<file path="src/ccpp_pkg.sv">
// Shared types and constants for the class file constant pool parser.
// Holds the parse phase encoding, result kinds, tag values and the payload size table.
// No dependencies.
`default_nettype none

package ccpp_pkg;

	typedef enum logic [4:0] {
		PH_HEADER  = 5'b00001,
		PH_TAG     = 5'b00010,
		PH_FIELDS  = 5'b00100,
		PH_PAYLOAD = 5'b01000,
		PH_DONE    = 5'b10000
	} phase_t;

	typedef logic [1:0] kind_t;

	localparam kind_t KIND_HEADER  = 2'd0;
	localparam kind_t KIND_ENTRY   = 2'd1;
	localparam kind_t KIND_PAYLOAD = 2'd2;
	localparam kind_t KIND_BAD_TAG = 2'd3;

	localparam logic [7:0] TAG_UTF8         = 8'd1;
	localparam logic [7:0] TAG_INTEGER      = 8'd3;
	localparam logic [7:0] TAG_FLOAT        = 8'd4;
	localparam logic [7:0] TAG_LONG         = 8'd5;
	localparam logic [7:0] TAG_DOUBLE       = 8'd6;
	localparam logic [7:0] TAG_CLASS        = 8'd7;
	localparam logic [7:0] TAG_STRING       = 8'd8;
	localparam logic [7:0] TAG_FIELDREF     = 8'd9;
	localparam logic [7:0] TAG_METHODREF    = 8'd10;
	localparam logic [7:0] TAG_IMETHODREF   = 8'd11;
	localparam logic [7:0] TAG_NAMEANDTYPE  = 8'd12;
	localparam logic [7:0] TAG_METHODHANDLE = 8'd15;
	localparam logic [7:0] TAG_METHODTYPE   = 8'd16;
	localparam logic [7:0] TAG_INVOKEDYN    = 8'd18;

	localparam logic [3:0] HDR_GATHER_BYTES = 4'd8;
	localparam logic [3:0] HDR_BYTES        = 4'd10;

	function automatic logic [3:0] payload_size(input logic [7:0] tag);
		logic [3:0] size;
		case (tag)
			TAG_UTF8, TAG_CLASS, TAG_STRING, TAG_METHODTYPE: size = 4'd2;
			TAG_INTEGER, TAG_FLOAT, TAG_FIELDREF, TAG_METHODREF, TAG_IMETHODREF,
			TAG_NAMEANDTYPE, TAG_INVOKEDYN: size = 4'd4;
			TAG_LONG, TAG_DOUBLE: size = 4'd8;
			TAG_METHODHANDLE: size = 4'd3;
			default: size = 4'd0;
		endcase
		return size;
	endfunction

endpackage

`default_nettype wire

</file>
<file path="src/class_constant_pool_parser_unit.sv">
// Top level of the class file constant pool parser: input register, parse logic, result register.
// Depends on ccpp_pkg for the phase encoding, result kinds, tags and payload sizes.
//
//   channel  | handshake                  | payload
//   input    | data_valid, data_stall     | data_byte, file_start
//   result   | result_valid, result_stall | result_kind .. pool_done
//
// One byte is taken per cycle unless stalled; its result is loaded from the input register.
// The parse state and the result register are updated together, at the same clock edge.
// Reset puts the parser in the header phase with all counters at zero.
// A stalled result holds the input register, which then stalls the input channel.
`default_nettype none

module class_constant_pool_parser_unit (
	input  wire logic         clk,
	input  wire logic         arst_n,
	input  wire logic         data_valid,
	output logic              data_stall,
	input  wire logic [7:0]   data_byte,
	input  wire logic         file_start,
	output logic              result_valid,
	input  wire logic         result_stall,
	output ccpp_pkg::kind_t   result_kind,
	output logic [15:0]       slot_number,
	output logic [7:0]        entry_tag,
	output logic [15:0]       first_ref,
	output logic [15:0]       second_ref,
	output logic [7:0]        handle_kind,
	output logic [63:0]       wide_value,
	output logic [15:0]       text_length,
	output logic [7:0]        payload_byte,
	output logic              pool_done
);
	import ccpp_pkg::*;

	logic        valid_s1;
	logic [7:0]  byte_s1;
	logic        start_s1;

	phase_t      phase_q;
	logic [3:0]  bc_q;
	logic [7:0]  tag_q;
	logic [63:0] gather_q;
	logic [15:0] slot_q;
	logic [15:0] pool_size_q;
	logic [15:0] text_rem_q;
	logic [15:0] hold_q;

	logic        res_valid_q;
	kind_t       kind_q;
	logic [15:0] slot_out_q;
	logic [7:0]  tag_out_q;
	logic [15:0] first_q;
	logic [15:0] second_q;
	logic [7:0]  handle_q;
	logic [63:0] wide_q;
	logic [15:0] text_len_q;
	logic [7:0]  payload_q;
	logic        done_q;

	logic        adv;
	logic        res_free;

	phase_t      ph;
	logic [3:0]  bc;
	logic [7:0]  tag;
	logic [63:0] g;
	logic [15:0] slot;
	logic [15:0] ps;
	logic [15:0] tr;
	logic [15:0] hold;

	phase_t      phase_n;
	logic [3:0]  bc_n;
	logic [7:0]  tag_n;
	logic [63:0] g_n;
	logic [15:0] slot_n;
	logic [15:0] ps_n;
	logic [15:0] tr_n;
	logic [15:0] hold_n;

	logic [3:0]  bc_inc;
	logic [63:0] g_shift;
	logic [16:0] next1;
	logic [16:0] next2;
	logic        done1;
	logic        done2;
	logic [15:0] tr_dec;

	logic        emit_c;
	kind_t       kind_c;
	logic [15:0] slot_c;
	logic [7:0]  tag_c;
	logic [15:0] first_c;
	logic [15:0] second_c;
	logic [7:0]  handle_c;
	logic [63:0] wide_c;
	logic [15:0] text_len_c;
	logic [7:0]  payload_c;
	logic        done_c;

	assign res_free   = !res_valid_q || !result_stall;
	assign adv        = valid_s1 && res_free;
	assign data_stall = valid_s1 && !res_free;

	always_comb begin
		ph   = start_s1 ? PH_HEADER : phase_q;
		bc   = start_s1 ? '0 : bc_q;
		tag  = start_s1 ? '0 : tag_q;
		g    = start_s1 ? '0 : gather_q;
		slot = start_s1 ? '0 : slot_q;
		ps   = start_s1 ? '0 : pool_size_q;
		tr   = start_s1 ? '0 : text_rem_q;
		hold = start_s1 ? '0 : hold_q;

		bc_inc  = bc + 4'd1;
		g_shift = {g[55:0], byte_s1};
		next1   = {1'b0, slot} + 17'd1;
		next2   = {1'b0, slot} + 17'd2;
		done1   = next1 >= {1'b0, ps};
		done2   = next2 >= {1'b0, ps};
		tr_dec  = tr - 16'd1;

		phase_n = ph;
		bc_n    = bc;
		tag_n   = tag;
		g_n     = g;
		slot_n  = slot;
		ps_n    = ps;
		tr_n    = tr;
		hold_n  = hold;

		emit_c     = 1'b0;
		kind_c     = KIND_HEADER;
		slot_c     = '0;
		tag_c      = '0;
		first_c    = '0;
		second_c   = '0;
		handle_c   = '0;
		wide_c     = '0;
		text_len_c = '0;
		payload_c  = '0;
		done_c     = 1'b0;

		case (ph)
			PH_HEADER: begin
				if (bc < HDR_GATHER_BYTES) begin
					g_n = g_shift;
				end else begin
					ps_n = {ps[7:0], byte_s1};
				end
				bc_n = bc_inc;
				if (bc_inc >= HDR_BYTES) begin
					emit_c   = 1'b1;
					kind_c   = KIND_HEADER;
					slot_c   = ps_n;
					first_c  = g[31:16];
					second_c = g[15:0];
					wide_c   = {32'd0, g[63:32]};
					slot_n   = 16'd1;
					bc_n     = '0;
					done_c   = ps_n <= 16'd1;
					phase_n  = done_c ? PH_DONE : PH_TAG;
				end
			end
			PH_TAG: begin
				tag_n = byte_s1;
				if (payload_size(byte_s1) == 4'd0) begin
					emit_c  = 1'b1;
					kind_c  = KIND_BAD_TAG;
					slot_c  = slot;
					tag_c   = byte_s1;
					done_c  = done1;
					slot_n  = next1[15:0];
					bc_n    = '0;
					phase_n = done1 ? PH_DONE : PH_TAG;
				end else begin
					phase_n = PH_FIELDS;
					bc_n    = '0;
					g_n     = '0;
				end
			end
			PH_FIELDS: begin
				g_n  = g_shift;
				bc_n = bc_inc;
				if (bc_inc >= payload_size(tag)) begin
					emit_c  = 1'b1;
					kind_c  = KIND_ENTRY;
					slot_c  = slot;
					tag_c   = tag;
					done_c  = done1;
					slot_n  = next1[15:0];
					bc_n    = '0;
					phase_n = done1 ? PH_DONE : PH_TAG;
					case (tag)
						TAG_UTF8: begin
							hold_n     = g_shift[15:0];
							tr_n       = g_shift[15:0];
							text_len_c = g_shift[15:0];
							if (g_shift[15:0] != 16'd0) begin
								done_c  = 1'b0;
								slot_n  = slot;
								phase_n = PH_PAYLOAD;
							end
						end
						TAG_CLASS, TAG_STRING, TAG_METHODTYPE: begin
							first_c = g_shift[15:0];
						end
						TAG_FIELDREF, TAG_METHODREF, TAG_IMETHODREF, TAG_NAMEANDTYPE,
						TAG_INVOKEDYN: begin
							first_c  = g_shift[31:16];
							second_c = g_shift[15:0];
						end
						TAG_INTEGER, TAG_FLOAT: begin
							wide_c = {32'd0, g_shift[31:0]};
						end
						TAG_LONG, TAG_DOUBLE: begin
							wide_c  = g_shift;
							done_c  = done2;
							slot_n  = next2[15:0];
							phase_n = done2 ? PH_DONE : PH_TAG;
						end
						TAG_METHODHANDLE: begin
							handle_c = g_shift[23:16];
							first_c  = g_shift[15:0];
						end
						default: begin
							first_c = '0;
						end
					endcase
				end
			end
			PH_PAYLOAD: begin
				emit_c     = 1'b1;
				kind_c     = KIND_PAYLOAD;
				slot_c     = slot;
				tag_c      = tag;
				text_len_c = hold;
				payload_c  = byte_s1;
				tr_n       = tr_dec;
				if (tr_dec == 16'd0) begin
					done_c  = done1;
					slot_n  = next1[15:0];
					bc_n    = '0;
					phase_n = done1 ? PH_DONE : PH_TAG;
				end
			end
			default: begin
				emit_c = 1'b0;
			end
		endcase
	end

	always_ff @(posedge clk or negedge arst_n) begin
		if (!arst_n) begin
			valid_s1 <= 1'b0;
		end else if (!data_stall) begin
			valid_s1 <= data_valid;
		end
	end

	always_ff @(posedge clk) begin
		if (!data_stall) begin
			byte_s1  <= data_byte;
			start_s1 <= file_start;
		end
	end

	always_ff @(posedge clk or negedge arst_n) begin
		if (!arst_n) begin
			phase_q     <= PH_HEADER;
			bc_q        <= '0;
			tag_q       <= '0;
			gather_q    <= '0;
			slot_q      <= '0;
			pool_size_q <= '0;
			text_rem_q  <= '0;
			hold_q      <= '0;
		end else if (adv) begin
			phase_q     <= phase_n;
			bc_q        <= bc_n;
			tag_q       <= tag_n;
			gather_q    <= g_n;
			slot_q      <= slot_n;
			pool_size_q <= ps_n;
			text_rem_q  <= tr_n;
			hold_q      <= hold_n;
		end
	end

	always_ff @(posedge clk or negedge arst_n) begin
		if (!arst_n) begin
			res_valid_q <= 1'b0;
		end else if (res_free) begin
			res_valid_q <= valid_s1 && emit_c;
		end
	end

	always_ff @(posedge clk) begin
		if (adv && emit_c) begin
			kind_q     <= kind_c;
			slot_out_q <= slot_c;
			tag_out_q  <= tag_c;
			first_q    <= first_c;
			second_q   <= second_c;
			handle_q   <= handle_c;
			wide_q     <= wide_c;
			text_len_q <= text_len_c;
			payload_q  <= payload_c;
			done_q     <= done_c;
		end
	end

	assign result_valid = res_valid_q;
	assign result_kind  = kind_q;
	assign slot_number  = slot_out_q;
	assign entry_tag    = tag_out_q;
	assign first_ref    = first_q;
	assign second_ref   = second_q;
	assign handle_kind  = handle_q;
	assign wide_value   = wide_q;
	assign text_length  = text_len_q;
	assign payload_byte = payload_q;
	assign pool_done    = done_q;

	a_stall_when_blocked: assert property (@(posedge clk) disable iff (!arst_n)
		valid_s1 && res_valid_q && result_stall |-> data_stall)
		else $error("input not stalled while the result register is blocked");

	a_done_ends_pool: assert property (@(posedge clk) disable iff (!arst_n)
		adv && emit_c && done_c |=> phase_q == PH_DONE)
		else $error("pool end did not move the parser to the done phase");

	a_payload_count: assert property (@(posedge clk) disable iff (!arst_n)
		phase_q == PH_PAYLOAD |-> text_rem_q != 16'd0)
		else $error("payload phase with no bytes left");

	a_no_result_when_done: assert property (@(posedge clk) disable iff (!arst_n)
		adv && !start_s1 && phase_q == PH_DONE |-> !emit_c)
		else $error("result produced after the pool ended");

endmodule

`default_nettype wire
</file>
<file path="config.mk">
export PLATFORM = sky130hd
export DESIGN_NAME = class_constant_pool_parser_unit
export DESIGN_NICKNAME = d
export VERILOG_FILES = /design/src/ccpp_pkg.sv /design/src/class_constant_pool_parser_unit.sv
export SDC_FILE = /design/constraint.sdc
export NUM_CORES = 1
export LEC_CHECK = 0
export ABC_AREA = 0
export BUFFER_PORTS_ARGS = -buffer_cell sky130_fd_sc_hd__buf_4
export CAP_MARGIN = 20
export CORE_ASPECT_RATIO = 0.9
export CORE_MARGIN = 3
export CORE_UTILIZATION = 64
export CTS_CLUSTER_SIZE = 40
export DETAILED_ROUTE_END_ITERATION = 7
export GPL_TIMING_DRIVEN = 0
export PLACE_DENSITY = 0.89
export SLEW_MARGIN = 40
export SYNTH_ARGS = -nofsm -noshare
export SYNTH_HDL_FRONTEND = slang
export SYNTH_SLANG_ARGS = --single-unit
</file>
<file path="constraint.sdc">
create_clock -name clk -period 24.6 [get_ports clk]
set_input_delay 2.46 -clock clk [delete_from_list [all_inputs] [get_ports clk]]
set_output_delay 2.46 -clock clk [all_outputs]
set_load 0.1 [all_outputs]
</file>
==> impl_metrics.json, run 1 <==
{
  "ys_ff_latch": 315,
  "grt_pass1_vias": 14100,
  "row_count": 54,
  "grt_use_total_pct": 41.0,
  "wl_um": 57100,
  "dp_hpwl_um": 41000,
  "insertion_delay_ns": 0.56,
  "fin_cells": 2109,
  "cts_hold_buffers": 0,
  "rsz0062_at_grt": "false",
  "hold_slack_ns": 0.490,
  "setup_viol": 0,
  "startpoint_type": "flop",
  "clk_path_buf_depth": 3,
  "hold_viol": 0,
  "die-width_um": 173,
  "worstSetupPathType": "flop to flop",
  "outcome": "finished clean",
  "relSlewSlack_pct": 36.5,
  "final_antenna_net_count": 0,
  "numPortBuffers": 169,
  "setup_slack_ns": 16.84,
  "yosysUniqueCellTypes": 80,
  "grt_max_degree": 64,
  "dp_slack_ns": 17.26,
  "fin_area_um2": 19100,
  "drt_iter0_drc": 2652,
  "clkTransAtPathRegs_ns": 0.07,
  "vias": 15000,
  "syn_nets": 1603,
  "htreeDepth": 1,
  "final_max_slew_viol_count": 0,
  "root_buffer": "clkbuf_16",
  "setup_tns_ns": 0,
  "hold_path_class": "flop to flop",
  "postCtsSetupRepairBufs": 0,
  "fmax_ghz": 0.129,
  "synth-edff-count": 164,
  "drt_pass1_iterations": 7,
  "place_congestion": 1.02,
  "cts.sinks": 315,
  "dieArea_um2": 27100,
  "dp_cells": 2053,
  "synthArstFlopShare_pct": 46.7,
  "skew_ns": 0.0167,
  "finalPower_mw": 1.29,
  "mostFrequentLayoutCells": "nand2_1 (207), buf_4 (169), edfxtp_1 (164)",
  "power_density_nw_per_um2": 67.4,
  "ir_drop_mv": 0.0693,
  "required_ns": 24.91,
  "post_cts_resized": 0,
  "postSynthAreaPerCell_um2": 10.5,
  "crit_fanout": 21,
  "syn_inst": 1537,
  "routedWlPerCell_um": 27.1,
  "core_um2": 24500,
  "vias_per_cell": 7.09,
  "start_util_pct": 65.8,
  "synthToLayoutAreaGrowth_pct": 18.7,
  "grt_overflow": 0,
  "worst_slew_pin_slew_ns": 0.952,
  "ys_seq_area_share_pct": 53.9,
  "place_area_um2": 18100,
  "layout_commonest_cell": "nand2_1",
  "finish.utilization_pct": 78.0,
  "fin_crit_sh_pct": 31.6,
  "antenna_found_initial": 3,
  "synth_ff_type": "edfxtp_1",
  "power_leakage_nw": 8.01,
  "yosys_warnings": 0,
  "critPathArrivalTime_ns": 8.07,
  "io_pins": 170,
  "drc": 0,
  "cts_tree": "yes",
  "period_minus_slack_ns": 7.76,
  "nets": 1816,
  "grt_pass1_wl_um": 85300,
  "drive_gt1_share_pct": 15.2,
  "cts_inserted_buffers": 31,
  "syn_area_um2": 16100,
  "die_y_um": 157,
  "drv_cap": 0,
  "antenna_cells": 0,
  "cp-end-kind": "flop"
}
## area by class of cell
| class | count | area (µm²) |
|---|---|---|
| buffer | 117 | 474 |
| clock buffer | 44 | 890 |
| clock inverter | 12 | 118 |
| fill | 1551 | 5390 |
| inverter | 36 | 135 |
| multi-input combinational | 1069 | 6870 |
| sequential | 315 | 8680 |
| tap | 336 | 420 |
| timing repair buffer | 180 | 1540 |
## cell families after synthesis
family | Yosys count | synth area share (%)
buffers and inverters | 153 | 3.75
AO/OA/AOI/OAI | 499 | 21.5
AND/OR/NAND/NOR | 469 | 14.1
adder cells (fa/ha/maj) | 53 | 4.11
XOR/XNOR | 36 | 1.96
flip-flops | 315 | 53.9
multiplexers | 12 | 0.745
## path summary, 6_finish.rpt
check                            from              to  slack (ns)  cells after the start
max                          start_s1  wide_value[50]       16.84                     24
min                        slot_q[15]      slot_q[15]        0.49                      2
max reg2reg                  start_s1  wide_value[50]       16.84                     24
max in group asynchronous      arst_n    gather_q[49]       21.87                      3
min in group asynchronous      arst_n   text_rem_q[8]        1.76                      1
min reg2reg                slot_q[15]      slot_q[15]        0.49                      2
## worst max-delay path: stages, from the launching register on
cell,delay [ns]
edfxtp_1,0.37
buf_2,0.23
inv_1,0.20
clkbuf_1,0.51
buf_1,0.58
clkbuf_1,0.65
nand2_1,0.28
inv_1,0.15
ha_1,0.25
nor3b_1,0.24
and3_1,0.19
clkbuf_1,0.45
ha_1,0.33
nand2b_1,0.14
a2111oi_0,0.67
or3_1,0.20
clkbuf_1,0.29
nand3_2,0.32
nor2_1,0.43
nor2_4,0.14
buf_16,0.20
buf_16,0.16
buf_8,0.16
buf_16,0.17
buf_16,0.17
## synth_stat cells, types with 24 or more instances
master | number | share of area, %
nand2_1 | 207 | 4.8
dfrtp_1 | 146 | 23
clkbuf_1 | 90 | 2.1
nor2_1 | 64 | 1.5
a22oi_1 | 82 | 3.8
inv_1 | 36 | 0.84
edfxtp_1 | 164 | 31
a21oi_1 | 52 | 1.6
o21ai_0 | 137 | 4.3
and3_1 | 47 | 1.8
nor2b_1 | 26 | 1.0
nand3_1 | 24 | 0.74
a22o_1 | 100 | 5.4
ha_1 | 53 | 4.1
## power by group
group	switching [mW]	total [mW]	internal [mW]
clock	0.202	0.474	0.272
combinational	0.128	0.188	0.0601
sequential	0.0497	0.627	0.578
total	0.379	1.29	0.909
## layer usage
metal / track usage (%) / vias to the layer above / wire length (µm)
met2: 59.2 / 1367 / 24200
li1: - / 6228 / -
met1: 58.3 / 7135 / 21200
met4: 17.1 / 2 / 2670
met5: 0 / - / 14
met3: 12.3 / 223 / 8950
## flip-flops by register name (all words and copies together), names as in the netlist, 2 cells and up, named ones only
register      count
entry_tag         8
slot_q           16
payload_byte      8
second_ref       16
gather_q         64
hold_q           16
result_kind       2
slot_number      16
byte_s1           8
first_ref        16
phase_q           5
wide_value       64
bc_q              4
tag_q             8
text_length      16
text_rem_q       16
pool_size_q      16
handle_kind       8
Power figures use the tool's default switching activity.
==> run 2: changes to the inputs <==
--- a/config.mk
+++ b/config.mk
@@ -10,11 +10,11 @@
 export CAP_MARGIN = 20
 export CORE_ASPECT_RATIO = 0.9
 export CORE_MARGIN = 3
-export CORE_UTILIZATION = 64
+export CORE_UTILIZATION = 59
 export CTS_CLUSTER_SIZE = 40
 export DETAILED_ROUTE_END_ITERATION = 7
 export GPL_TIMING_DRIVEN = 0
-export PLACE_DENSITY = 0.89
+export PLACE_DENSITY = 0.83
 export SLEW_MARGIN = 40
 export SYNTH_ARGS = -nofsm -noshare
 export SYNTH_HDL_FRONTEND = slang
==> constraint.sdc (replaced) <==
create_clock -name clk -period 7.2 [get_ports clk]
set_input_delay 0.72 -clock clk [delete_from_list [all_inputs] [get_ports clk]]
set_output_delay 0.72 -clock clk [all_outputs]
set_load 0.1 [all_outputs]
==> impl_metrics.json, run 2 (synthesis gave the netlist of run 1 again) <==
{
  "htreeDepth": 2,
  "start_util_pct": 60.9,
  "final_max_slew_viol_count": 0,
  "cp-end-kind": "flop",
  "synthToLayoutAreaGrowth_pct": 19.5,
  "seq_area_um2": 8680,
  "dp_hpwl_um": 40200,
  "path_cells": "buf_2 -> inv_1 -> clkbuf_1 -> clkbuf_2 -> clkbuf_2 -> nand2_1 -> inv_1 -> ha_1 -> nor3b_1 -> and3_1 -> clkbuf_1 -> ha_1 -> nand2b_1 -> a2111oi_1 -> or3_1 -> clkbuf_1 -> clkbuf_1 -> a31oi_1 -> clkbuf_1 -> nand2_1 -> o21ai_0",
  "hold_path_class": "input port to asynchronous set/reset pin",
  "grt_pass1_wl_um": 84200,
  "fillers": 1901,
  "hold_viol": 0,
  "mostFrequentLayoutCells": "nand2_1 (207), buf_4 (169), edfxtp_1 (164)",
  "outcome": "finished, violations left",
  "io_pins": 170,
  "required_ns": 7.42,
  "layout_commonest_cell": "nand2_1",
  "power_density_nw_per_um2": 240,
  "grt_overflow": 0,
  "place_congestion": 0.994,
  "nets": 1819,
  "drv_cap": 0,
  "cts_tree": "yes",
  "die_y_um": 163,
  "antenna_found_initial": 1,
  "clk_path_buf_depth": 3,
  "cts_inserted_buffers": 34,
  "final_antenna_net_count": 0,
  "place_area_um2": 18100,
  "period_minus_slack_ns": 6.84,
  "worst_slew_pin_slew_ns": 0.917,
  "top_usage_layer": "met1",
  "dp_slack_ns": 0.117,
  "rr_worst_depth": 21,
  "routedWlPerCell_um": 26.5,
  "crit_fanout": 10,
  "finish.utilization_pct": 72.8,
  "grt_pass1_vias": 14000,
  "root_buffer": "clkbuf_16",
  "fin_area_um2": 19300,
  "fmax_ghz": 0.146,
  "skew_ns": 0.0229,
  "vias": 14800,
  "relSlewSlack_pct": 38.9,
  "clkTransAtPathRegs_ns": 0.07,
  "setup_slack_ns": 0.361,
  "startpoint_type": "flop",
  "row_count": 56,
  "violations": "DRC",
  "cts_hold_buffers": 0,
  "setup_tns_ns": 0,
  "drc": 17,
  "core_um2": 26500,
  "multiInputGateArea_um2": 6870,
  "power_leakage_nw": 8.09,
  "grtUsageMet2_pct": 53.6,
  "wl_um": 56400,
  "numPortBuffers": 169,
  "antenna_cells": 0,
  "worstSetupPathType": "flop to flop",
  "drt_iter0_drc": 2493,
  "drt_pass1_iterations": 8,
  "fin_crit_sh_pct": 95.0,
  "timing.critical_path.mode_cell": "clkbuf_1",
  "drive_gt1_share_pct": 15.7,
  "vias_per_cell": 6.95,
  "rsz0062_at_grt": "false",
  "met3_usage_pct": 11.1,
  "dieArea_um2": 29400,
  "grt_use_total_pct": 37.2,
  "insertion_delay_ns": 0.53,
  "gr-usage-met1_pct": 53.8,
  "cts.sinks": 315,
  "slowest_stage": "a2111oi_1",
  "max_stage_delay_ns": 0.63,
  "setup_viol": 0,
  "grt_max_degree": 73,
  "die-width_um": 180,
  "critPathArrivalTime_ns": 7.06,
  "ir_drop_mv": 0.168
}
==> run 2: changes by cell type in the layout (fill, tap and decap cells not counted), moves of 2 or more <==
cell,previous run,this run
clkbuf_2,4,6
buf_16,8,4
buf_8,4,7
clkbuf_16,32,37
clkinv_8,0,2
clkbuf_1,93,91
==> run 2: layer usage <==
metal / wire [µm] / vias up
li1: - / 6219
met1: 22000 / 7125
met2: 23900 / 1219
met3: 8150 / 213
met4: 2290 / 2
met5: 17 / -
==> run 2: what timing repair did <==
action | 4_1_cts | 5_1_grt
setup buffers | 0 | 0
endpoints found under the setup margin | 0 | 211
gates resized for setup | 0 | 6
hold endpoints to repair | 0 | 0
==> run 2: power breakdown <==
group	internal, mW	switching [mW]
sequential	1.97	0.172
combinational	0.206	0.434
clock	1.09	0.748
==> run 2: cell type report <==
| class | count | share of cell area (%) |
|---|---|---|
| flip-flops and latches | 315 | 45.0 |
| multi-input cells | 1069 | 35.7 |
| repair buffers | 180 | 7.72 |
| clock buffers | 47 | 5.21 |
| plain buffers | 117 | 2.47 |
| well taps | 348 | 2.26 |
| clock inverters | 15 | 0.941 |
| inverters | 36 | 0.701 |
==> run 2: critical path, delay by kind of cell (launching register included) <==
kind / cells / cell delay, ns
DFF: 1 / 0.37
and+or+nand+nor: 6 / 1.20
buffers and inverters: 10 / 3.36
AOI/OAI and AO/OA: 3 / 1.05
adders and majority gates: 2 / 0.55
==> run 2: worst paths after layout <==
| kind | startpoint | end | slack, ns |
|---|---|---|---|
| min in group clk | data_byte[5] | byte_s1[5] | 0.37 |
| hold reg to reg | slot_q[15] | slot_q[15] | 0.50 |
| setup reg to reg | start_s1 | wide_value[30] | 0.36 |
| hold / removal | arst_n | gather_q[50] | 0.08 |
| setup / recovery | start_s1 | wide_value[30] | 0.36 |
| max in group asynchronous | arst_n | phase_q[0] | 6.39 |
==> run 2: stage by stage <==
step	hold slack (ns)	cells	power, mW
after global routing	0.0909	2127	4.75
final	0.0838	2127	4.63
after CTS	0.0845	2126	4.58
after global placement	0.468	2054	2.74
after detailed placement	0.475	2064	2.76
after floorplan	0.424	1537	2.50
